<file path="src/sv/wpes_pkg.sv">
// Shared types, widths and constants of the windowed peak envelope sampler.
`timescale 1ns / 1ps
`default_nettype none
package wpes_pkg;

	// Converter and field widths
	localparam int ADC_BITS     = 12;
	localparam int TIME_W       = 32;
	localparam int COUNT_W      = 28;
	localparam int SUM_W        = COUNT_W + ADC_BITS;
	localparam int WAIT_W       = 20;
	localparam int PERIOD_W     = 20;
	localparam int SCOUNT_W     = 9;
	localparam int MARGIN_W     = 8;
	localparam int GAP_W        = 16;
	localparam int PTS_W        = 9;
	localparam int POINT_W      = 8;
	localparam int CFG_IDX_W    = 3;
	localparam int CFG_DATA_W   = 20;
	localparam int IN_TDATA_W   = 48;
	localparam int OUT_TDATA_W  = 64;

	// Defaults for the top-level parameters
	localparam int WINDOW_DEPTH_DEF = 5;
	localparam int MAX_POINTS_DEF   = 256;

	// Register reset values
	localparam logic [WAIT_W-1:0]   WAIT_TIME_RST     = WAIT_W'(15000);
	localparam logic [PERIOD_W-1:0] SAMPLE_PERIOD_RST = PERIOD_W'(100);
	localparam logic [SCOUNT_W-1:0] SAMPLE_COUNT_RST  = SCOUNT_W'(256);
	localparam logic [MARGIN_W-1:0] FLOOR_MARGIN_RST  = MARGIN_W'(10);
	localparam logic [GAP_W-1:0]    STALE_GAP_RST     = GAP_W'(50);

	// Configuration register indexes
	typedef enum logic [CFG_IDX_W-1:0] {
		REG_WAIT_TIME     = 3'd0,
		REG_SAMPLE_PERIOD = 3'd1,
		REG_SAMPLE_COUNT  = 3'd2,
		REG_FLOOR_MARGIN  = 3'd3,
		REG_STALE_GAP     = 3'd4
	} cfg_reg_t;

	// Capture phase
	typedef enum logic [1:0] {
		PH_IDLE,
		PH_WAIT,
		PH_SAMPLE,
		PH_DONE
	} phase_t;

	// Controller sequencing state
	typedef enum logic [2:0] {
		ST_READY,
		ST_EVAL,
		ST_DIV,
		ST_SCAN,
		ST_PUSH
	} ctrl_state_t;

	// Controller to datapath commands
	typedef struct packed {
		logic latch_in;
		logic start_cap;
		logic idle_acc;
		logic ring_add;
		logic div_start;
		logic open_first;
		logic open_ivl;
		logic scan_init;
		logic scan_step;
		logic push;
	} dp_cmd_t;

	// Datapath to controller status
	typedef struct packed {
		logic mode;
		logic wait_over;
		logic period_over;
		logic div_done;
		logic scan_end;
		logic fin;
		logic out_free;
	} dp_status_t;

endpackage
`default_nettype wire

</file>
<file path="src/sv/wpes_div.sv">
// Restoring divider for the idle average, one quotient bit per cycle.
`timescale 1ns / 1ps
`default_nettype none
module wpes_div (
	input  wire logic                          clk,
	input  wire logic                          arst_n,
	input  wire logic                          start,
	input  wire logic [wpes_pkg::SUM_W-1:0]    dividend,
	input  wire logic [wpes_pkg::COUNT_W-1:0]  divisor,
	output logic                               done,
	output logic [wpes_pkg::ADC_BITS-1:0]      quotient
);
	import wpes_pkg::*;

	localparam int CNT_W = $clog2(ADC_BITS + 1);

	logic                 busy_q;
	logic [CNT_W-1:0]     cnt_q;
	logic [COUNT_W-1:0]   rem_q;
	logic [COUNT_W-1:0]   dvs_q;
	logic [ADC_BITS-1:0]  dvd_q;
	logic [ADC_BITS-1:0]  quo_q;
	logic [COUNT_W:0]     trial;
	logic                 fits;

	// Trial subtraction of the next remainder
	assign trial = {rem_q, dvd_q[ADC_BITS-1]};
	assign fits  = trial >= {1'b0, dvs_q};

	// Sequencing, cleared on reset
	always_ff @(posedge clk or negedge arst_n) begin
		if (!arst_n) begin
			busy_q <= 1'b0;
			cnt_q  <= '0;
		end else if (start) begin
			busy_q <= 1'b1;
			cnt_q  <= CNT_W'(ADC_BITS);
		end else if (busy_q) begin
			if (cnt_q == '0) begin
				busy_q <= 1'b0;
			end else begin
				cnt_q <= cnt_q - 1'b1;
			end
		end
	end

	// Remainder and quotient shift; the high dividend bits stay below the divisor
	always_ff @(posedge clk) begin
		if (start) begin
			rem_q <= dividend[SUM_W-1:ADC_BITS];
			dvd_q <= dividend[ADC_BITS-1:0];
			dvs_q <= divisor;
			quo_q <= '0;
		end else if (busy_q && cnt_q != '0) begin
			rem_q <= fits ? COUNT_W'(trial - {1'b0, dvs_q}) : trial[COUNT_W-1:0];
			dvd_q <= {dvd_q[ADC_BITS-2:0], 1'b0};
			quo_q <= {quo_q[ADC_BITS-2:0], fits};
		end
	end

	assign done     = busy_q && (cnt_q == '0);
	assign quotient = quo_q;

endmodule
`default_nettype wire

</file>
<file path="src/sv/wpes_dp.sv">
// Datapath: registers, idle accumulator, sample ring, peak scan and result register.
`timescale 1ns / 1ps
`default_nettype none
module wpes_dp #(
	parameter int WINDOW_DEPTH = wpes_pkg::WINDOW_DEPTH_DEF,
	parameter int MAX_POINTS   = wpes_pkg::MAX_POINTS_DEF
) (
	input  wire logic                              clk,
	input  wire logic                              arst_n,
	input  wire wpes_pkg::dp_cmd_t                 cmd,
	output wpes_pkg::dp_status_t                   status,
	input  wire logic                              cfg_valid,
	input  wire logic [wpes_pkg::CFG_IDX_W-1:0]    cfg_index,
	input  wire logic [wpes_pkg::CFG_DATA_W-1:0]   cfg_data,
	input  wire logic [wpes_pkg::IN_TDATA_W-1:0]   s_tdata,
	input  wire logic                              s_tuser,
	output logic                                   m_tvalid,
	input  wire logic                              m_tready,
	output logic [wpes_pkg::OUT_TDATA_W-1:0]       m_tdata,
	output logic                                   m_tlast
);
	import wpes_pkg::*;

	localparam int IDX_W  = (WINDOW_DEPTH > 1) ? $clog2(WINDOW_DEPTH) : 1;
	localparam int FILL_W = $clog2(WINDOW_DEPTH + 1);
	localparam logic [IDX_W-1:0]  LAST_IDX  = IDX_W'(WINDOW_DEPTH - 1);
	localparam logic [FILL_W-1:0] FULL_FILL = FILL_W'(WINDOW_DEPTH);

	// Configuration registers
	logic [WAIT_W-1:0]   wait_time_q;
	logic [PERIOD_W-1:0] sample_period_q;
	logic [SCOUNT_W-1:0] sample_count_q;
	logic [MARGIN_W-1:0] floor_margin_q;
	logic [GAP_W-1:0]    stale_gap_q;

	always_ff @(posedge clk or negedge arst_n) begin
		if (!arst_n) begin
			wait_time_q     <= WAIT_TIME_RST;
			sample_period_q <= SAMPLE_PERIOD_RST;
			sample_count_q  <= SAMPLE_COUNT_RST;
			floor_margin_q  <= FLOOR_MARGIN_RST;
			stale_gap_q     <= STALE_GAP_RST;
		end else if (cfg_valid) begin
			unique case (cfg_index)
				REG_WAIT_TIME:     wait_time_q     <= cfg_data[WAIT_W-1:0];
				REG_SAMPLE_PERIOD: sample_period_q <= cfg_data[PERIOD_W-1:0];
				REG_SAMPLE_COUNT:  sample_count_q  <= cfg_data[SCOUNT_W-1:0];
				REG_FLOOR_MARGIN:  floor_margin_q  <= cfg_data[MARGIN_W-1:0];
				REG_STALE_GAP:     stale_gap_q     <= cfg_data[GAP_W-1:0];
				default: ;
			endcase
		end
	end

	// Latched input request
	logic                mode_q;
	logic [ADC_BITS-1:0] adc_q;
	logic [TIME_W-1:0]   ts_q;

	always_ff @(posedge clk) begin
		if (cmd.latch_in) begin
			mode_q <= s_tuser;
			adc_q  <= s_tdata[ADC_BITS-1:0];
			ts_q   <= s_tdata[ADC_BITS+TIME_W-1:ADC_BITS];
		end
	end

	// Capture state
	logic [SUM_W-1:0]    idle_sum_q;
	logic [COUNT_W-1:0]  idle_count_q;
	logic [ADC_BITS-1:0] idle_avg_q;
	logic [TIME_W-1:0]   phase_start_q;
	logic [TIME_W-1:0]   capture_start_q;
	logic [TIME_W-1:0]   last_read_q;
	logic [PTS_W-1:0]    points_q;
	logic [IDX_W-1:0]    ring_pos_q;
	logic [FILL_W-1:0]   ring_fill_q;
	logic [ADC_BITS-1:0] ring_q [WINDOW_DEPTH];
	logic [IDX_W-1:0]    scan_idx_q;
	logic [ADC_BITS-1:0] peak_q;

	// Elapsed-time compares
	logic [TIME_W-1:0] elapsed;
	logic [TIME_W-1:0] gap;
	logic              stale;

	assign elapsed = ts_q - phase_start_q;
	assign gap     = ts_q - last_read_q;
	assign stale   = gap > TIME_W'(stale_gap_q);

	// Ring write position, emptied first when an interval opens after a long gap
	logic              put_en;
	logic              put_clear;
	logic [IDX_W-1:0]  put_pos;
	logic [FILL_W-1:0] put_fill;

	assign put_en    = cmd.idle_acc | cmd.ring_add | cmd.open_ivl;
	assign put_clear = cmd.open_ivl & stale;
	assign put_pos   = put_clear ? '0 : ring_pos_q;
	assign put_fill  = put_clear ? '0 : ring_fill_q;

	// Target count, clamped to one and to the point limit
	logic [SCOUNT_W-1:0] count_lo;
	logic [PTS_W-1:0]    target;
	logic [PTS_W:0]      pts_next;

	assign count_lo = (sample_count_q == '0) ? SCOUNT_W'(1) : sample_count_q;
	assign target   = (int'(count_lo) > MAX_POINTS) ? PTS_W'(MAX_POINTS) : count_lo;
	assign pts_next = {1'b0, points_q} + 1'b1;

	// Peak floor and scan element
	logic [ADC_BITS-1:0] floor_val;
	logic [ADC_BITS-1:0] scan_val;
	logic                scan_in_fill;

	assign floor_val    = (idle_avg_q > ADC_BITS'(floor_margin_q)) ?
	                      idle_avg_q - ADC_BITS'(floor_margin_q) : '0;
	assign scan_val     = ring_q[scan_idx_q];
	assign scan_in_fill = FILL_W'(scan_idx_q) < ring_fill_q;

	// Idle average divider
	logic                div_done;
	logic [ADC_BITS-1:0] div_quot;

	wpes_div u_div (
		.clk      (clk),
		.arst_n   (arst_n),
		.start    (cmd.div_start),
		.dividend (idle_sum_q),
		.divisor  (idle_count_q),
		.done     (div_done),
		.quotient (div_quot)
	);

	// Accumulator, timestamps and point counter
	always_ff @(posedge clk) begin
		if (cmd.start_cap) begin
			idle_sum_q   <= '0;
			idle_count_q <= '0;
			idle_avg_q   <= '0;
			points_q     <= '0;
		end else begin
			if (cmd.idle_acc && idle_count_q != '1) begin
				idle_sum_q   <= idle_sum_q + SUM_W'(adc_q);
				idle_count_q <= idle_count_q + 1'b1;
			end
			if (cmd.open_first) begin
				idle_avg_q <= (idle_count_q == '0) ? '0 : div_quot;
			end
			if (cmd.push) begin
				points_q <= pts_next[PTS_W-1:0];
			end
		end
		if (cmd.start_cap || cmd.open_ivl) begin
			phase_start_q <= ts_q;
		end
		if (cmd.start_cap || cmd.open_first) begin
			capture_start_q <= ts_q;
		end
		if (cmd.start_cap || put_en) begin
			last_read_q <= ts_q;
		end
	end

	// Ring storage
	always_ff @(posedge clk) begin
		if (put_en) begin
			ring_q[put_pos] <= adc_q;
		end
	end

	// Ring position and fill
	always_ff @(posedge clk or negedge arst_n) begin
		if (!arst_n) begin
			ring_pos_q  <= '0;
			ring_fill_q <= '0;
		end else if (cmd.start_cap) begin
			ring_pos_q  <= '0;
			ring_fill_q <= '0;
		end else if (put_en) begin
			ring_pos_q  <= (put_pos == LAST_IDX) ? '0 : put_pos + 1'b1;
			ring_fill_q <= (put_fill == FULL_FILL) ? put_fill : put_fill + 1'b1;
		end
	end

	// Peak scan over the ring, one entry a cycle
	always_ff @(posedge clk) begin
		if (cmd.scan_init) begin
			scan_idx_q <= '0;
			peak_q     <= floor_val;
		end else if (cmd.scan_step) begin
			scan_idx_q <= scan_idx_q + 1'b1;
			if (scan_in_fill && scan_val > peak_q) begin
				peak_q <= scan_val;
			end
		end
	end

	// Result register
	logic                m_valid_q;
	logic [POINT_W-1:0]  out_point_q;
	logic [TIME_W-1:0]   out_offset_q;
	logic [ADC_BITS-1:0] out_peak_q;
	logic [ADC_BITS-1:0] out_idle_q;
	logic                out_last_q;

	always_ff @(posedge clk or negedge arst_n) begin
		if (!arst_n) begin
			m_valid_q <= 1'b0;
		end else if (cmd.push) begin
			m_valid_q <= 1'b1;
		end else if (m_tready) begin
			m_valid_q <= 1'b0;
		end
	end

	always_ff @(posedge clk) begin
		if (cmd.push) begin
			out_point_q  <= points_q[POINT_W-1:0];
			out_offset_q <= phase_start_q - capture_start_q;
			out_peak_q   <= peak_q;
			out_idle_q   <= idle_avg_q;
			out_last_q   <= status.fin;
		end
	end

	assign m_tvalid = m_valid_q;
	assign m_tdata  = {out_idle_q, out_peak_q, out_offset_q, out_point_q};
	assign m_tlast  = out_last_q;

	// Status to the controller
	assign status.mode        = mode_q;
	assign status.wait_over   = elapsed >= TIME_W'(wait_time_q);
	assign status.period_over = elapsed >= TIME_W'(sample_period_q);
	assign status.div_done    = div_done;
	assign status.scan_end    = scan_idx_q == LAST_IDX;
	assign status.fin         = pts_next >= {1'b0, target};
	assign status.out_free    = !m_valid_q || m_tready;

endmodule
`default_nettype wire

</file>
<file path="src/sv/wpes_ctrl.sv">
// Controller: capture phase and per-request sequencing state machine.
`timescale 1ns / 1ps
`default_nettype none
module wpes_ctrl (
	input  wire logic                  clk,
	input  wire logic                  arst_n,
	input  wire logic                  s_tvalid,
	output logic                       s_tready,
	input  wire wpes_pkg::dp_status_t  status,
	output wpes_pkg::dp_cmd_t          cmd
);
	import wpes_pkg::*;

	ctrl_state_t state_q, state_d;
	phase_t      phase_q, phase_d;

	// State and phase registers
	always_ff @(posedge clk or negedge arst_n) begin
		if (!arst_n) begin
			state_q <= ST_READY;
			phase_q <= PH_IDLE;
		end else begin
			state_q <= state_d;
			phase_q <= phase_d;
		end
	end

	// Next state and phase
	always_comb begin
		state_d = state_q;
		phase_d = phase_q;
		unique case (state_q)
			ST_READY: begin
				if (s_tvalid) state_d = ST_EVAL;
			end
			ST_EVAL: begin
				state_d = ST_READY;
				if (!status.mode) begin
					phase_d = PH_WAIT;
				end else if (phase_q == PH_WAIT && status.wait_over) begin
					state_d = ST_DIV;
				end else if (phase_q == PH_SAMPLE && status.period_over) begin
					state_d = ST_SCAN;
				end
			end
			ST_DIV: begin
				if (status.div_done) begin
					state_d = ST_READY;
					phase_d = PH_SAMPLE;
				end
			end
			ST_SCAN: begin
				if (status.scan_end) state_d = ST_PUSH;
			end
			ST_PUSH: begin
				if (status.out_free) begin
					state_d = ST_READY;
					if (status.fin) phase_d = PH_DONE;
				end
			end
			default: state_d = ST_READY;
		endcase
	end

	// Commands
	always_comb begin
		cmd      = '0;
		s_tready = 1'b0;
		unique case (state_q)
			ST_READY: begin
				s_tready     = 1'b1;
				cmd.latch_in = s_tvalid;
			end
			ST_EVAL: begin
				if (!status.mode) begin
					cmd.start_cap = 1'b1;
				end else if (phase_q == PH_WAIT) begin
					cmd.div_start = status.wait_over;
					cmd.idle_acc  = !status.wait_over;
				end else if (phase_q == PH_SAMPLE) begin
					cmd.scan_init = status.period_over;
					cmd.ring_add  = !status.period_over;
				end
			end
			ST_DIV: begin
				cmd.open_first = status.div_done;
				cmd.open_ivl   = status.div_done;
			end
			ST_SCAN: begin
				cmd.scan_step = 1'b1;
			end
			ST_PUSH: begin
				cmd.push     = status.out_free;
				cmd.open_ivl = status.out_free && !status.fin;
			end
			default: ;
		endcase
	end

endmodule
`default_nettype wire

</file>
<file path="src/sv/windowed_peak_envelope_sampler_top.sv">
// Top level of the windowed peak envelope sampler.
`timescale 1ns / 1ps
`default_nettype none
// A start request (tuser 0) opens a capture; ADC requests (tuser 1) that arrive within
// wait_time average into the idle level and fill the sample ring, and the first one past
// it fixes the idle level and opens interval 0. Each request whose timestamp reaches the
// interval end yields one result: the interval offset from the capture start and the
// peak of the ring entries and the floor (idle level minus floor_margin, clamped at 0).
// One request is handled at a time. Plain start and sample requests are accepted and then
// evaluated; the request that ends the wait also runs the 12-step restoring divider; an
// interval-closing request also runs the ring scan and waits for any previous result
// still held in the output register.
// Configuration writes are always taken and must only happen while the block is idle.
module windowed_peak_envelope_sampler_top #(
	parameter int WINDOW_DEPTH = wpes_pkg::WINDOW_DEPTH_DEF,
	parameter int MAX_POINTS   = wpes_pkg::MAX_POINTS_DEF
) (
	input  wire logic                              clk,
	input  wire logic                              arst_n,
	// configuration writes
	input  wire logic                              cfg_valid,
	output logic                                   cfg_ready,
	input  wire logic [wpes_pkg::CFG_IDX_W-1:0]    cfg_index,
	input  wire logic [wpes_pkg::CFG_DATA_W-1:0]   cfg_data,
	// input requests
	input  wire logic                              s_tvalid,
	output logic                                   s_tready,
	input  wire logic [wpes_pkg::IN_TDATA_W-1:0]   s_tdata,  // adc_value[11:0], timestamp[43:12], zero pad
	input  wire logic                              s_tuser,  // mode
	// results
	output logic                                   m_tvalid,
	input  wire logic                              m_tready,
	output logic [wpes_pkg::OUT_TDATA_W-1:0]       m_tdata,  // point_index[7:0], time_offset[39:8],
	                                                         // peak_value[51:40], idle_level[63:52]
	output logic                                   m_tlast
);
	import wpes_pkg::*;

	dp_cmd_t    cmd;
	dp_status_t status;

	assign cfg_ready = 1'b1;

	wpes_ctrl u_ctrl (
		.clk      (clk),
		.arst_n   (arst_n),
		.s_tvalid (s_tvalid),
		.s_tready (s_tready),
		.status   (status),
		.cmd      (cmd)
	);

	wpes_dp #(
		.WINDOW_DEPTH (WINDOW_DEPTH),
		.MAX_POINTS   (MAX_POINTS)
	) u_dp (
		.clk       (clk),
		.arst_n    (arst_n),
		.cmd       (cmd),
		.status    (status),
		.cfg_valid (cfg_valid),
		.cfg_index (cfg_index),
		.cfg_data  (cfg_data),
		.s_tdata   (s_tdata),
		.s_tuser   (s_tuser),
		.m_tvalid  (m_tvalid),
		.m_tready  (m_tready),
		.m_tdata   (m_tdata),
		.m_tlast   (m_tlast)
	);

	// A result is only loaded when the output register can take it
	a_push_free: assert property (@(posedge clk) disable iff (!arst_n)
		cmd.push |-> status.out_free)
		else $error("result loaded over a pending result");

	// One request in flight: the cycle after an accept never accepts
	a_one_at_a_time: assert property (@(posedge clk) disable iff (!arst_n)
		(s_tvalid && s_tready) |=> !s_tready)
		else $error("request accepted while one is in progress");

	// The divider only finishes while the block is busy
	a_div_busy: assert property (@(posedge clk) disable iff (!arst_n)
		status.div_done |-> !s_tready)
		else $error("divider finished while block ready");

endmodule
`default_nettype wire
</file>
<file path="config.mk">
export PLATFORM = sky130hd
export DESIGN_NAME = windowed_peak_envelope_sampler_top
export DESIGN_NICKNAME = d
export VERILOG_FILES = /design/src/sv/wpes_pkg.sv /design/src/sv/wpes_div.sv /design/src/sv/wpes_dp.sv /design/src/sv/wpes_ctrl.sv /design/src/sv/windowed_peak_envelope_sampler_top.sv
export SDC_FILE = /design/constraint.sdc
export NUM_CORES = 1
export LEC_CHECK = 0
export ABC_AREA = 1
export CAP_MARGIN = 20
export CORE_UTILIZATION = 64
export DETAILED_ROUTE_END_ITERATION = 12
export DONT_BUFFER_PORTS = 1
export GPL_ROUTABILITY_DRIVEN = 0
export PLACE_DENSITY = 0.8
export SLEW_MARGIN = 20
export SYNTH_ARGS = -nofsm -noshare
export SYNTH_HDL_FRONTEND = slang
export SYNTH_SLANG_ARGS = --single-unit
export TNS_END_PERCENT = 100
</file>
<file path="constraint.sdc">
create_clock -name clk -period 8.3 [get_ports clk]
set_input_delay 0.83 -clock clk [delete_from_list [all_inputs] [get_ports clk]]
set_output_delay 0.83 -clock clk [all_outputs]
set_load 0.05 [all_outputs]
</file>
# After elaboration in Yosys (flattened, before gate mapping)
# Memories as Yosys holds them, arrays and structs flattened. A register that Yosys moved wholly into a read port is not among the register bits.
# Cells that the tools add are included.
[totals]
reg_bits = 480
output_inout_bits = 68
memories = 1
mem_bits_rw = 60
input_bits = 77
wordCells = 178
[mem_list]
columns = ["memory", "words", "width", "read_ports", "rd_ports_with_merged_regs", "write_ports", "line", "text"]
rows = [
  ["u_dp.ring_q", 5, 12, 1, 1, 1, "wpes_dp.sv:78", "logic [ADC_BITS-1:0] ring_q [WINDOW_DEPTH];"],
]
[op_classes]
magnitude_cmp = 9
n_eq_ne = 21
n_addsub = 12
n_bitwise = 3
muxes = 62
n_reduce_logical = 37
[op_table]
columns = ["op", "n"]
rows = [
  ["32-bit subtractor", 3],
  ["12-bit two-way mux", 7],
  ["28-bit two-way mux", 3],
  ["32-bit by 20-bit >= comparator with 1-bit output", 2],
  ["3-bit two-way mux", 17],
  ["40-bit by 12-bit adder with 40-bit output", 1],
  ["32-bit by 16-bit greater-than comparator with 1-bit output", 1],
  ["29-bit by 28-bit >= comparator with 1-bit output", 1],
  ["28-bit by 1-bit adder with 28-bit output (second input constant)", 1],
  ["28-bit logical NOT", 1],
  ["28-bit != test (second input constant)", 1],
  ["28-bit subtractor", 1],
  ["1-bit two-way mux", 21],
  ["9-bit two-way mux", 2],
  ["4-bit two-way mux", 4],
  ["3-bit equality test (second input constant)", 5],
  ["3-bit case mux with 5 select lines", 1],
  ["2-bit AND reduction", 7],
  ["3-bit by 2-bit equality test with 1-bit output (second input constant)", 4],
  ["12-bit greater-than comparator", 1],
  ["12-bit by 8-bit greater-than comparator with 1-bit output", 1],
  ["2-bit nonzero test", 6],
  ["12-bit by 8-bit subtractor with 12-bit output", 1],
  ["9-bit by 1-bit adder with 10-bit output (second input constant)", 1],
  ["25 further kinds", 51],
]

# Longest topological paths before layout
# Gate-level depths: netlist of the first run.
[logic_depth]
word_depth = 14
depth_mapped = 34

# Hierarchy
# A second synthesis of the first run with hierarchy kept.
[hier_totals]
hier_cells = 3847
area_unflattened_um2 = 31849.3
[modules_own_cells]
columns = ["module", "area_each_um2", "n_inst", "cells_each"]
rows = [
  ["wpes_dp", 25635.8, 1, 2996],
  ["wpes_div", 5789.3, 1, 787],
  ["wpes_ctrl", 412.9, 1, 62],
  ["windowed_peak_envelope_sampler_top", 11.3, 1, 2],
]

# Worst setup path before layout of the first run
# No wires, ideal clock.
[synth_timing]
kind = "input to register"
start = "in m_tready"
end = "mem u_dp.ring_q[1][0], enable pin"
setup_ns = 0.396
cell_stages = 9
n_path_buf = 1
t_arrival_ns = 5.503
setup_slack_ns = 2.401
cell_sequence = "nor2_1 -> nor2_1 -> nand3_1 -> nand2_1 -> o21ai_2 -> buf_4 -> nand2_2 -> inv_1 -> nor3_1"
[synth_via]
elab_chain_len = 6
[synth_rtl]
columns = ["element", "line", "text"]
rows = [
  ["from (decl)", "windowed_peak_envelope_sampler_top.sv:32", "input wire logic m_tready,"],
  ["1-bit logical OR (*)", "wpes_dp.sv:238", "assign status.out_free = !m_valid_q || m_tready;"],
  ["1-bit logical AND (*)", "wpes_ctrl.sv:94", "cmd.open_ivl = status.out_free && !status.fin;"],
  ["1-bit case mux with 2 select lines (*)", "wpes_ctrl.sv:69", "unique case (state_q)"],
  ["1-bit OR", "wpes_dp.sv:97", "assign put_en = cmd.idle_acc | cmd.ring_add | cmd.open_ivl;"],
  ["1-bit two-way mux", "wpes_dp.sv:167", "if (put_en) begin"],
  ["1-bit two-way mux (implied by the code)", "wpes_dp.sv:168", "ring_q[put_pos] <= adc_q;"],
  ["to (decl)", "wpes_dp.sv:78", ""],
]
# Every way passes the cells marked *; elsewhere a longest branch is shown, timed or not.

# Worst setup path after layout of the first run
[layout_timing]
start = "reg u_dp.ts_q[7]"
end = "mem u_dp.ring_q[2][2], enable pin"
[layout_via]
elab_chain_len = 11
[layout_rtl]
columns = ["element", "line", "text"]
rows = [
  ["from (decl)", "wpes_dp.sv:58", "logic [TIME_W-1:0] ts_q;"],
  ["from (signal assigned)", "wpes_dp.sv:64", "ts_q <= s_tdata[ADC_BITS+TIME_W-1:ADC_BITS];"],
  ["32-bit subtractor", "wpes_dp.sv:87", "assign elapsed = ts_q - phase_start_q;"],
  ["32-bit by 20-bit >= comparator with 1-bit output", "wpes_dp.sv:234", "assign status.period_over = elapsed >= TIME_W'(sample_period_q);"],
  ["1-bit logical NOT", "wpes_ctrl.sv:82", "cmd.ring_add = !status.period_over;"],
  ["1-bit two-way mux", "wpes_ctrl.sv:80", "end else if (phase_q == PH_SAMPLE) begin"],
  ["1-bit two-way mux", "wpes_ctrl.sv:77", "end else if (phase_q == PH_WAIT) begin"],
  ["3-bit two-way mux", "wpes_ctrl.sv:75", "if (!status.mode) begin"],
  ["4-bit two-way mux", "wpes_ctrl.sv:69", ""],
  ["1-bit OR (2 in a row)", "wpes_dp.sv:97", ""],
  ["1-bit two-way mux", "wpes_dp.sv:167", ""],
  ["1-bit two-way mux (implied by the code)", "wpes_dp.sv:168", ""],
]
# Several ways; a longest one is shown, not always the timed one.

==> metrics.json, run 1 <==
{
  "fin_area": {"value": 34600, "unit": "um2"},
  "place_area": {"value": 32700, "unit": "um2"},
  "slew-limit-headroom": {"value": 26.6, "unit": "%"},
  "synth_top_cell_by_area": {"value": "sky130_fd_sc_hd__edfxtp_1"},
  "avgRoutedWirePerCell": {"value": 16.6, "unit": "um"},
  "layout_worst_path_cycle_share": {"value": 68.0, "unit": "%"},
  "rr_worst_depth": {"value": 23},
  "final-max-slew-violation-count": {"value": 0},
  "final_cells": {"value": 4638},
  "destination_of_the_worst_register_to_register_timing_path": {"value": "u_dp.ring_q[2][2]"},
  "port_buffers": {"value": 0},
  "insertion_delay": {"value": 0.64, "unit": "ns"},
  "antenna_found_initial": {"value": 1},
  "dp_cells": {"value": 4529},
  "fin_worst_skew": {"value": 0.0275, "unit": "ns"},
  "root_buf_cell": {"value": "sky130_fd_sc_hd__clkbuf_16"},
  "finalSetupViolCount": {"value": 0},
  "vias_per_cell": {"value": 5.59},
  "max_clock_freq": {"value": 0.177, "unit": "GHz"},
  "die_span_y": {"value": 226, "unit": "um"},
  "grt_pass1_vias": {"value": 24100},
  "outcome": {"value": "finished clean"},
  "ys_top_cells_by_area": {"value": "sky130_fd_sc_hd__edfxtp_1 (32%), sky130_fd_sc_hd__nand2_1 (11%), sky130_fd_sc_hd__ha_1 (9.0%)"},
  "tritoncts.num_buffers": {"value": 56},
  "rrSetupSlack": {"value": 2.65, "unit": "ns"},
  "dp_hpwl": {"value": 56500, "unit": "um"},
  "route.antenna.remaining_nets": {"value": 0},
  "worstSetupStartpoint": {"value": "u_dp.ts_q[7]"},
  "area_growth_syn_to_layout": {"value": 7.95, "unit": "%"},
  "mappedNetlistNets": {"value": 4225},
  "reg2reg_from": {"value": "u_dp.ts_q[7]"},
  "dr_drc_count": {"value": 0},
  "cts_resized": {"value": 0},
  "postCtsSetupRepairBufs": {"value": 0},
  "grt_first_pass_wirelength": {"value": 123000, "unit": "um"},
  "fillers": {"value": 3812},
  "grt_max_degree": {"value": 75},
  "share_of_final_layout_standard_cells_stronger_than_drive_strength_1": {"value": 4.83, "unit": "%"},
  "synth_sequential_area_ratio": {"value": 46.2, "unit": "%"},
  "critPathKind": {"value": "flip-flop to flip-flop"},
  "sequential_cell_area": {"value": 14800, "unit": "um2"},
  "synth.lib_cells_used.distinct": {"value": 58},
  "p_leak": {"value": 15.9, "unit": "nW"},
  "num_io_pins": {"value": 145},
  "worstPathRequired": {"value": 8.55, "unit": "ns"},
  "fp-row-count": {"value": 81},
  "synth.most_common_cell": {"value": "sky130_fd_sc_hd__nand2_1"},
  "period_minus_slack": {"value": 5.65, "unit": "ns"},
  "post_cts_hold_buffer_count": {"value": 1},
  "clk_path_buf_depth": {"value": 3},
  "floorplan.die_area": {"value": 50900, "unit": "um2"},
  "post_synth_most_frequent_cells": {"value": "sky130_fd_sc_hd__nand2_1 (929), sky130_fd_sc_hd__inv_1 (702), sky130_fd_sc_hd__edfxtp_1 (346), sky130_fd_sc_hd__nor2_1 (340), sky130_fd_sc_hd__ha_1 (231)"},
  "critPathLaunchType": {"value": "flip-flop"},
  "mapped_area": {"value": 32000, "unit": "um2"},
  "h-tree-depth": {"value": 2},
  "synthesis.yosys.warnings": {"value": 0},
  "drtIter0Drc": {"value": 2588},
  "crit_path_end_kind": {"value": "flip-flop"},
  "cellPowerDensity": {"value": 340, "unit": "nW/um2"},
  "floorplan.initialDensity": {"value": 65.1, "unit": "%"},
  "synth_ff_type": {"value": "sky130_fd_sc_hd__edfxtp_1"},
  "wp_data_arrival": {"value": 5.90, "unit": "ns"},
  "path_clk_slew": {"value": 0.06, "unit": "ns"},
  "cts_tree": {"value": "yes"},
  "multiInputGateArea": {"value": 14300, "unit": "um2"},
  "total_power": {"value": 11.7, "unit": "mW"},
  "final-hold-violation-count": {"value": 0},
  "unrepaired_setup_endpoints_after_global_routing": {"value": "false"},
  "worst_slew_pin_slew": {"value": 1.10, "unit": "ns"},
  "drt_pass1_iterations": {"value": 6},
  "clock-sinks": {"value": 543},
  "gr-usage-all-layers": {"value": 30.5, "unit": "%"},
  "max_cap_viol": {"value": 0},
  "num-nets-final": {"value": 4239},
  "fin_setup_tns": {"value": 0, "unit": "ns"},
  "grt_overflow": {"value": 0},
  "synth_async_sr_flop_share": {"value": 16.6, "unit": "%"},
  "synth_edf_count": {"value": 346},
  "worst-path-max-fanout": {"value": 12},
  "vdd_drop_max": {"value": 0.000262, "unit": "V"},
  "drt_wirelength": {"value": 77000, "unit": "um"},
  "synth_top_cell_area_share": {"value": 32.5, "unit": "%"},
  "post_synth.cell_area_avg": {"value": 8.18, "unit": "um2"},
  "fp.coreArea": {"value": 49200, "unit": "um2"},
  "ys_seq_elements": {"value": 543},
  "worstHoldPathType": {"value": "input port to async pin"},
  "dr_total_vias": {"value": 25900},
  "die_w": {"value": 226, "unit": "um"},
  "synthCells": {"value": 3911}
}
==> logic make-up after synthesis <==
logic type | Yosys count | share of synthesized area, %
other | 1 | 0.0117
AO/OA/AOI/OAI | 607 | 10.4
buffers and inverters | 768 | 9.20
AND/OR/NAND/NOR | 1644 | 21.7
XOR/XNOR | 111 | 3.04
adder cells (fa/ha/maj) | 237 | 9.40
flip-flops | 543 | 46.2
==> layout by cell type, fill, tap and decap left out, drive strengths merged, types with 19 or more instances in the layout <==
cell type	instances
edfxtp	346
clkinv	33
dfrtp	74
nor2	360
o21ai	263
inv	704
a31oi	24
buf	19
xnor2	41
nor3	83
nand3	162
nand4	63
ha	231
clkbuf	69
a21oi	216
dfxtp	107
nand2	940
xor2	70
==> sequential cells by signal (all words and copies together) (netlist names), 32 cells and up, named ones only <==
name / cells
u_dp.ts_q: 32
u_dp.last_read_q: 32
u_dp.idle_sum_q: 40
u_dp.ring_q: 60
u_dp.phase_start_q: 32
u_dp.capture_start_q: 32
u_dp.out_offset_q: 32
==> metrics by stage <==
stage	hold WS, ns	setup WS [ns]	util, %
global placement	0.412	2.84	66.5
global route	0.0126	2.26	70.3
CTS	0.00241	2.73	70.3
detailed placement	0.434	2.75	66.5
floorplan	0.408	2.40	-
finish	0.0332	2.65	70.3
==> layout make-up <==
type | instances | area share [%]
clock inverter | 38 | 0.923
antenna | 1 | 0.00724
inverter | 704 | 7.65
clock buffer | 68 | 4.30
multi-input combinational | 2600 | 41.4
sequential | 543 | 42.8
timing repair buffer | 20 | 0.482
tap | 664 | 2.40
==> routing by layer <==
metal	track usage [%]	vias to the layer above	share of wire, %	wire (um)
met1	42.5	11900	44	34100
met2	49.0	1022	45	34700
li1	-	12800	-	-
met3	3.93	162	7.5	5770
met4	10.4	2	3.1	2420
met5	0	-	0.017	13
==> worst max-delay path: stages (launching register included) <==
cell,delay (ns)
sky130_fd_sc_hd__edfxtp_1,0.48
sky130_fd_sc_hd__ha_1,0.41
sky130_fd_sc_hd__nand2_1,0.11
sky130_fd_sc_hd__nor2_1,0.31
sky130_fd_sc_hd__nand2_1,0.13
sky130_fd_sc_hd__inv_1,0.07
sky130_fd_sc_hd__nand2_1,0.05
sky130_fd_sc_hd__nand2_1,0.14
sky130_fd_sc_hd__xor2_1,0.36
sky130_fd_sc_hd__ha_1,0.22
sky130_fd_sc_hd__nand2_1,0.08
sky130_fd_sc_hd__nor2_1,0.21
sky130_fd_sc_hd__nand2_1,0.11
sky130_fd_sc_hd__nor4_1,0.19
sky130_fd_sc_hd__nor2_1,0.15
sky130_fd_sc_hd__nor2_1,0.16
sky130_fd_sc_hd__nand2_1,0.07
sky130_fd_sc_hd__nor2_1,0.10
sky130_fd_sc_hd__nand3_1,0.17
sky130_fd_sc_hd__o21ai_2,0.55
sky130_fd_sc_hd__nand2_2,0.14
sky130_fd_sc_hd__inv_1,0.14
sky130_fd_sc_hd__nand2_1,0.09
sky130_fd_sc_hd__nor2_1,0.81
==> how the worst max path moves through the flow <==
stage / slack, ns / depth (start not counted) / endpoint
final: 2.65 / 23 / u_dp.ring_q[2][2]
after global routing: 2.26 / 26 / u_dp.ring_q[2][2]
after CTS: 2.73 / 26 / u_dp.ring_q[3][10]
after detailed placement: 2.75 / 26 / u_dp.ring_q[3][4]
after global placement: 2.84 / 26 / u_dp.ring_q[3][3]
after floorplan: 2.40 / 9 / u_dp.ring_q[1][0]
==> where the power goes <==
group | total (mW) | internal (mW) | switching [mW]
Sequential | 4.09 | 3.63 | 0.458
Clock | 2.45 | 1.35 | 1.10
Combinational | 5.19 | 1.81 | 3.38
Note: power is estimated with default switching activity, not from simulation.
==> run 2: changes to the inputs <==
--- a/config.mk
+++ b/config.mk
@@ -5,13 +5,13 @@
 export SDC_FILE = /design/constraint.sdc
 export NUM_CORES = 1
 export LEC_CHECK = 0
-export ABC_AREA = 1
+export ABC_AREA = 0
 export CAP_MARGIN = 20
-export CORE_UTILIZATION = 64
+export CORE_UTILIZATION = 58
 export DETAILED_ROUTE_END_ITERATION = 12
 export DONT_BUFFER_PORTS = 1
 export GPL_ROUTABILITY_DRIVEN = 0
-export PLACE_DENSITY = 0.8
+export PLACE_DENSITY = 0.76
 export SLEW_MARGIN = 20
 export SYNTH_ARGS = -nofsm -noshare
 export SYNTH_HDL_FRONTEND = slang
==> constraint.sdc (replaced) <==
create_clock -name clk -period 4.7 [get_ports clk]
set_input_delay 0.47 -clock clk [delete_from_list [all_inputs] [get_ports clk]]
set_output_delay 0.47 -clock clk [all_outputs]
set_load 0.05 [all_outputs]
==> run 2 against run 1 <==
Net effect:
- the flow now finishes with violations (setup timing)
- power grew 90%
- clock power grew 84%
- die area rose by 2.1%
- combinational power grew 100%
- global-route usage down 1.7 points
- fmax rose by 9.2%
- register-to-register slack got worse by 3.1 ns
- core utilization grew 1.3 points
==> metrics.json, run 2 <==
{
  "clk_path_buf_depth": {"value": 3},
  "drt_pass1_iterations": {"value": 8},
  "reg2reg_from": {"value": "u_dp.ts_q[0]"},
  "grt_overflow": {"value": 0},
  "synth_async_sr_flop_share": {"value": 16.6, "unit": "%"},
  "mappedNetlistNets": {"value": 3180},
  "h-tree-depth": {"value": 2},
  "vdd_drop_max": {"value": 0.000400, "unit": "V"},
  "ys_seq_elements": {"value": 543},
  "cp_top_family": {"value": "compound AO/OA/AOI/OAI gates"},
  "finalSetupViolCount": {"value": 236},
  "largest_reg_flops": {"value": 60},
  "grt_max_degree": {"value": 91},
  "outcome": {"value": "finished, violations left"},
  "synth_ff_type": {"value": "sky130_fd_sc_hd__edfxtp_1"},
  "hold_start": {"value": "cfg_index[0]"},
  "synth.lib_cells_used.distinct": {"value": 87},
  "grt_first_pass_wirelength": {"value": 120000, "unit": "um"},
  "final-hold-violation-count": {"value": 0},
  "num-nets-final": {"value": 3451},
  "num_io_pins": {"value": 145},
  "most_frequent_standard_cell_in_the_layout_excluding_fill_and_tap_cells": {"value": "sky130_fd_sc_hd__edfxtp_1"},
  "max_cap_viol": {"value": 0},
  "max_stage_delay": {"value": 0.42, "unit": "ns"},
  "dr_total_vias": {"value": 23700},
  "wp_data_arrival": {"value": 5.73, "unit": "ns"},
  "synth.most_common_cell": {"value": "sky130_fd_sc_hd__edfxtp_1"},
  "area_growth_syn_to_layout": {"value": 21.5, "unit": "%"},
  "layout_worst_path_cycle_share": {"value": 110, "unit": "%"},
  "route.antenna.remaining_nets": {"value": 0},
  "fin_worst_skew": {"value": 0.0282, "unit": "ns"},
  "post_synth_most_frequent_cells": {"value": "sky130_fd_sc_hd__edfxtp_1 (346), sky130_fd_sc_hd__nand2_1 (268), sky130_fd_sc_hd__inv_1 (260), sky130_fd_sc_hd__ha_1 (231), sky130_fd_sc_hd__a21oi_1 (212)"},
  "critPathBufInv": {"value": 4},
  "share_of_final_layout_standard_cells_stronger_than_drive_strength_1": {"value": 17.7, "unit": "%"},
  "rrSetupSlack": {"value": -0.47, "unit": "ns"},
  "fp.coreArea": {"value": 50300, "unit": "um2"},
  "root_buf_cell": {"value": "sky130_fd_sc_hd__clkbuf_16"},
  "place_area": {"value": 31700, "unit": "um2"},
  "biggestRegsByFlops": {"value": "u_dp.ring_q x60, u_dp.idle_sum_q x40"},
  "path_clk_slew": {"value": 0.06, "unit": "ns"},
  "max_clock_freq": {"value": 0.193, "unit": "GHz"},
  "unrepaired_setup_endpoints_after_global_routing": {"value": "true"},
  "die_span_y": {"value": 228, "unit": "um"},
  "slowest_stage_cell_cp": {"value": "sky130_fd_sc_hd__edfxtp_1"},
  "mapped_area": {"value": 29600, "unit": "um2"},
  "final-max-slew-violation-count": {"value": 0},
  "post_synth.cell_area_avg": {"value": 10.3, "unit": "um2"},
  "crit_path_end_kind": {"value": "flip-flop"},
  "worst_slew_pin_slew": {"value": 1.07, "unit": "ns"},
  "critPathLaunchType": {"value": "flip-flop"},
  "synth_top_cell_area_share": {"value": 35.1, "unit": "%"},
  "worstPathRequired": {"value": 5.26, "unit": "ns"},
  "slew-limit-headroom": {"value": 28.6, "unit": "%"},
  "worst-path-max-fanout": {"value": 3},
  "rr_worst_depth": {"value": 28},
  "critical_path_cell_count": {"value": 28},
  "ys_top_cells_by_area": {"value": "sky130_fd_sc_hd__edfxtp_1 (35%), sky130_fd_sc_hd__ha_1 (9.8%), sky130_fd_sc_hd__dfxtp_1 (7.2%)"},
  "avgRoutedWirePerCell": {"value": 20.9, "unit": "um"},
  "synthesis.yosys.warnings": {"value": 0},
  "synth_edf_count": {"value": 346},
  "grt_pass1_vias": {"value": 23500},
  "fin_area": {"value": 36000, "unit": "um2"},
  "critPathKind": {"value": "flip-flop to flip-flop"},
  "drt_wirelength": {"value": 80800, "unit": "um"},
  "cellPowerDensity": {"value": 619, "unit": "nW/um2"},
  "period_minus_slack": {"value": 5.17, "unit": "ns"},
  "holdPathStages": {"value": 3},
  "layout_common_cells": {"value": "sky130_fd_sc_hd__edfxtp_1 (346), sky130_fd_sc_hd__inv_1 (255), sky130_fd_sc_hd__nand2_1 (254)"},
  "final.setup.worst_slack": {"value": -0.474, "unit": "ns"},
  "synth_top_cell_by_area": {"value": "sky130_fd_sc_hd__edfxtp_1"},
  "clock-sinks": {"value": 543},
  "floorplan.initialDensity": {"value": 59.0, "unit": "%"},
  "synthCells": {"value": 2866},
  "fin_worst_hold_slack": {"value": 0.184, "unit": "ns"},
  "tritoncts.num_buffers": {"value": 56},
  "cts_tree": {"value": "yes"},
  "fp-row-count": {"value": 82},
  "p_leak": {"value": 14.9, "unit": "nW"},
  "total_power": {"value": 22.3, "unit": "mW"},
  "synth_sequential_area_ratio": {"value": 50.0, "unit": "%"},
  "gr-usage-all-layers": {"value": 28.8, "unit": "%"},
  "port_buffers": {"value": 0},
  "drtIter0Drc": {"value": 2445},
  "worstSetupStartpoint": {"value": "u_dp.ts_q[0]"},
  "insertion_delay": {"value": 0.64, "unit": "ns"},
  "die_w": {"value": 228, "unit": "um"},
  "violations": {"value": "setup timing"},
  "dr_drc_count": {"value": 0},
  "worstHoldPathType": {"value": "input port to flip-flop"},
  "antenna_found_initial": {"value": 8},
  "vias_per_cell": {"value": 6.14},
  "dp_hpwl": {"value": 53500, "unit": "um"},
  "floorplan.die_area": {"value": 52000, "unit": "um2"},
  "registers.top_by_ff_count": {"value": "u_dp.ring_q"}
}
## run 2: cell types whose count changed in the layout (fill, tap and decap cells not counted), sizes merged, moves of 38 or more
cell         delta
inv           -440
nand2         -672
dlygate4sd3    +66
nand3          -98
xnor2          +61
o21ai          -86
a21o           +40
nor2          -158
buf           +200
nor3           -38
## run 2: kinds of logic after synthesis
kind of cell | synth area share (%)
simple gates | 13.9
compound gates | 13.9
buf+inv | 4.44
xor+xnor | 4.67
other cells | 0.0127
flops | 50.0
fa+ha+maj | 10.2
mux | 2.93
## run 2: what timing repair did
action	in CTS	in global routing
setup buffers	15	37
pin swaps	43	110
cloned	1	16
setup endpoints to repair	228	318
hold buffers	67	0
endpoints found under the hold margin	208	0
resized for setup	74	185
## run 2: layout make-up
| type | count | area [um2] |
|---|---|---|
| multi-input combinational | 1978 | 14500 |
| clock buffer | 68 | 1480 |
| inverter | 262 | 985 |
| timing repair buffer | 296 | 2960 |
| tap | 672 | 841 |
| clock inverter | 38 | 377 |
| fill | 3383 | 14300 |
| antenna | 6 | 15.0 |
| sequential | 543 | 14800 |
## run 2: path summary, 6_finish.rpt
path / endpoint
max in group asynchronous: u_dp.wait_time_q[13]
max: u_dp.ring_fill_q[0]
min in group asynchronous: u_dp.wait_time_q[1]
min: u_dp.sample_count_q[8]
min reg2reg: u_dp.out_idle_q[0]
max reg2reg: u_dp.ring_fill_q[0]
## run 2: stage by stage
step / TNS [ns] / instances / util (%) / setup slack (ns)
after floorplan: -10.34 / 2866 / - / -0.305
after global placement: -16.96 / 3618 / 63.0 / -0.380
after detailed placement: -40.35 / 3618 / 63.0 / -0.567
after CTS: -10.34 / 3806 / 68.9 / -0.239
after global routing: -99.23 / 3863 / 71.6 / -0.601
final: -51.75 / 3863 / 71.6 / -0.474
## run 2: layer usage
| layer | GRT usage [%] | wire length (um) | vias to the layer above |
|---|---|---|---|
| li1 | - | - | 10900 |
| met1 | 35.0 | 31100 | 11500 |
| met2 | 50.1 | 40600 | 1069 |
| met3 | 4.60 | 5350 | 260 |
| met4 | 13.5 | 3710 | 4 |
| met5 | 0 | 27 | - |
## run 2: worst register-to-register path, delay by kind of cell, from the launching register on
kind / cells / cell delay, ns
buf+inv: 4 / 0.33
fa+ha+maj: 4 / 0.98
simple gates: 9 / 1.37
flops: 1 / 0.42
xor+xnor: 1 / 0.15
compound gates: 10 / 1.85
## run 2: report_power, final
group / internal, mW / switching, mW / total, mW
registers: 6.42 / 0.880 / 7.30
logic: 4.61 / 5.88 / 10.5
clock network: 2.54 / 1.97 / 4.51
total: 13.6 / 8.73 / 22.3
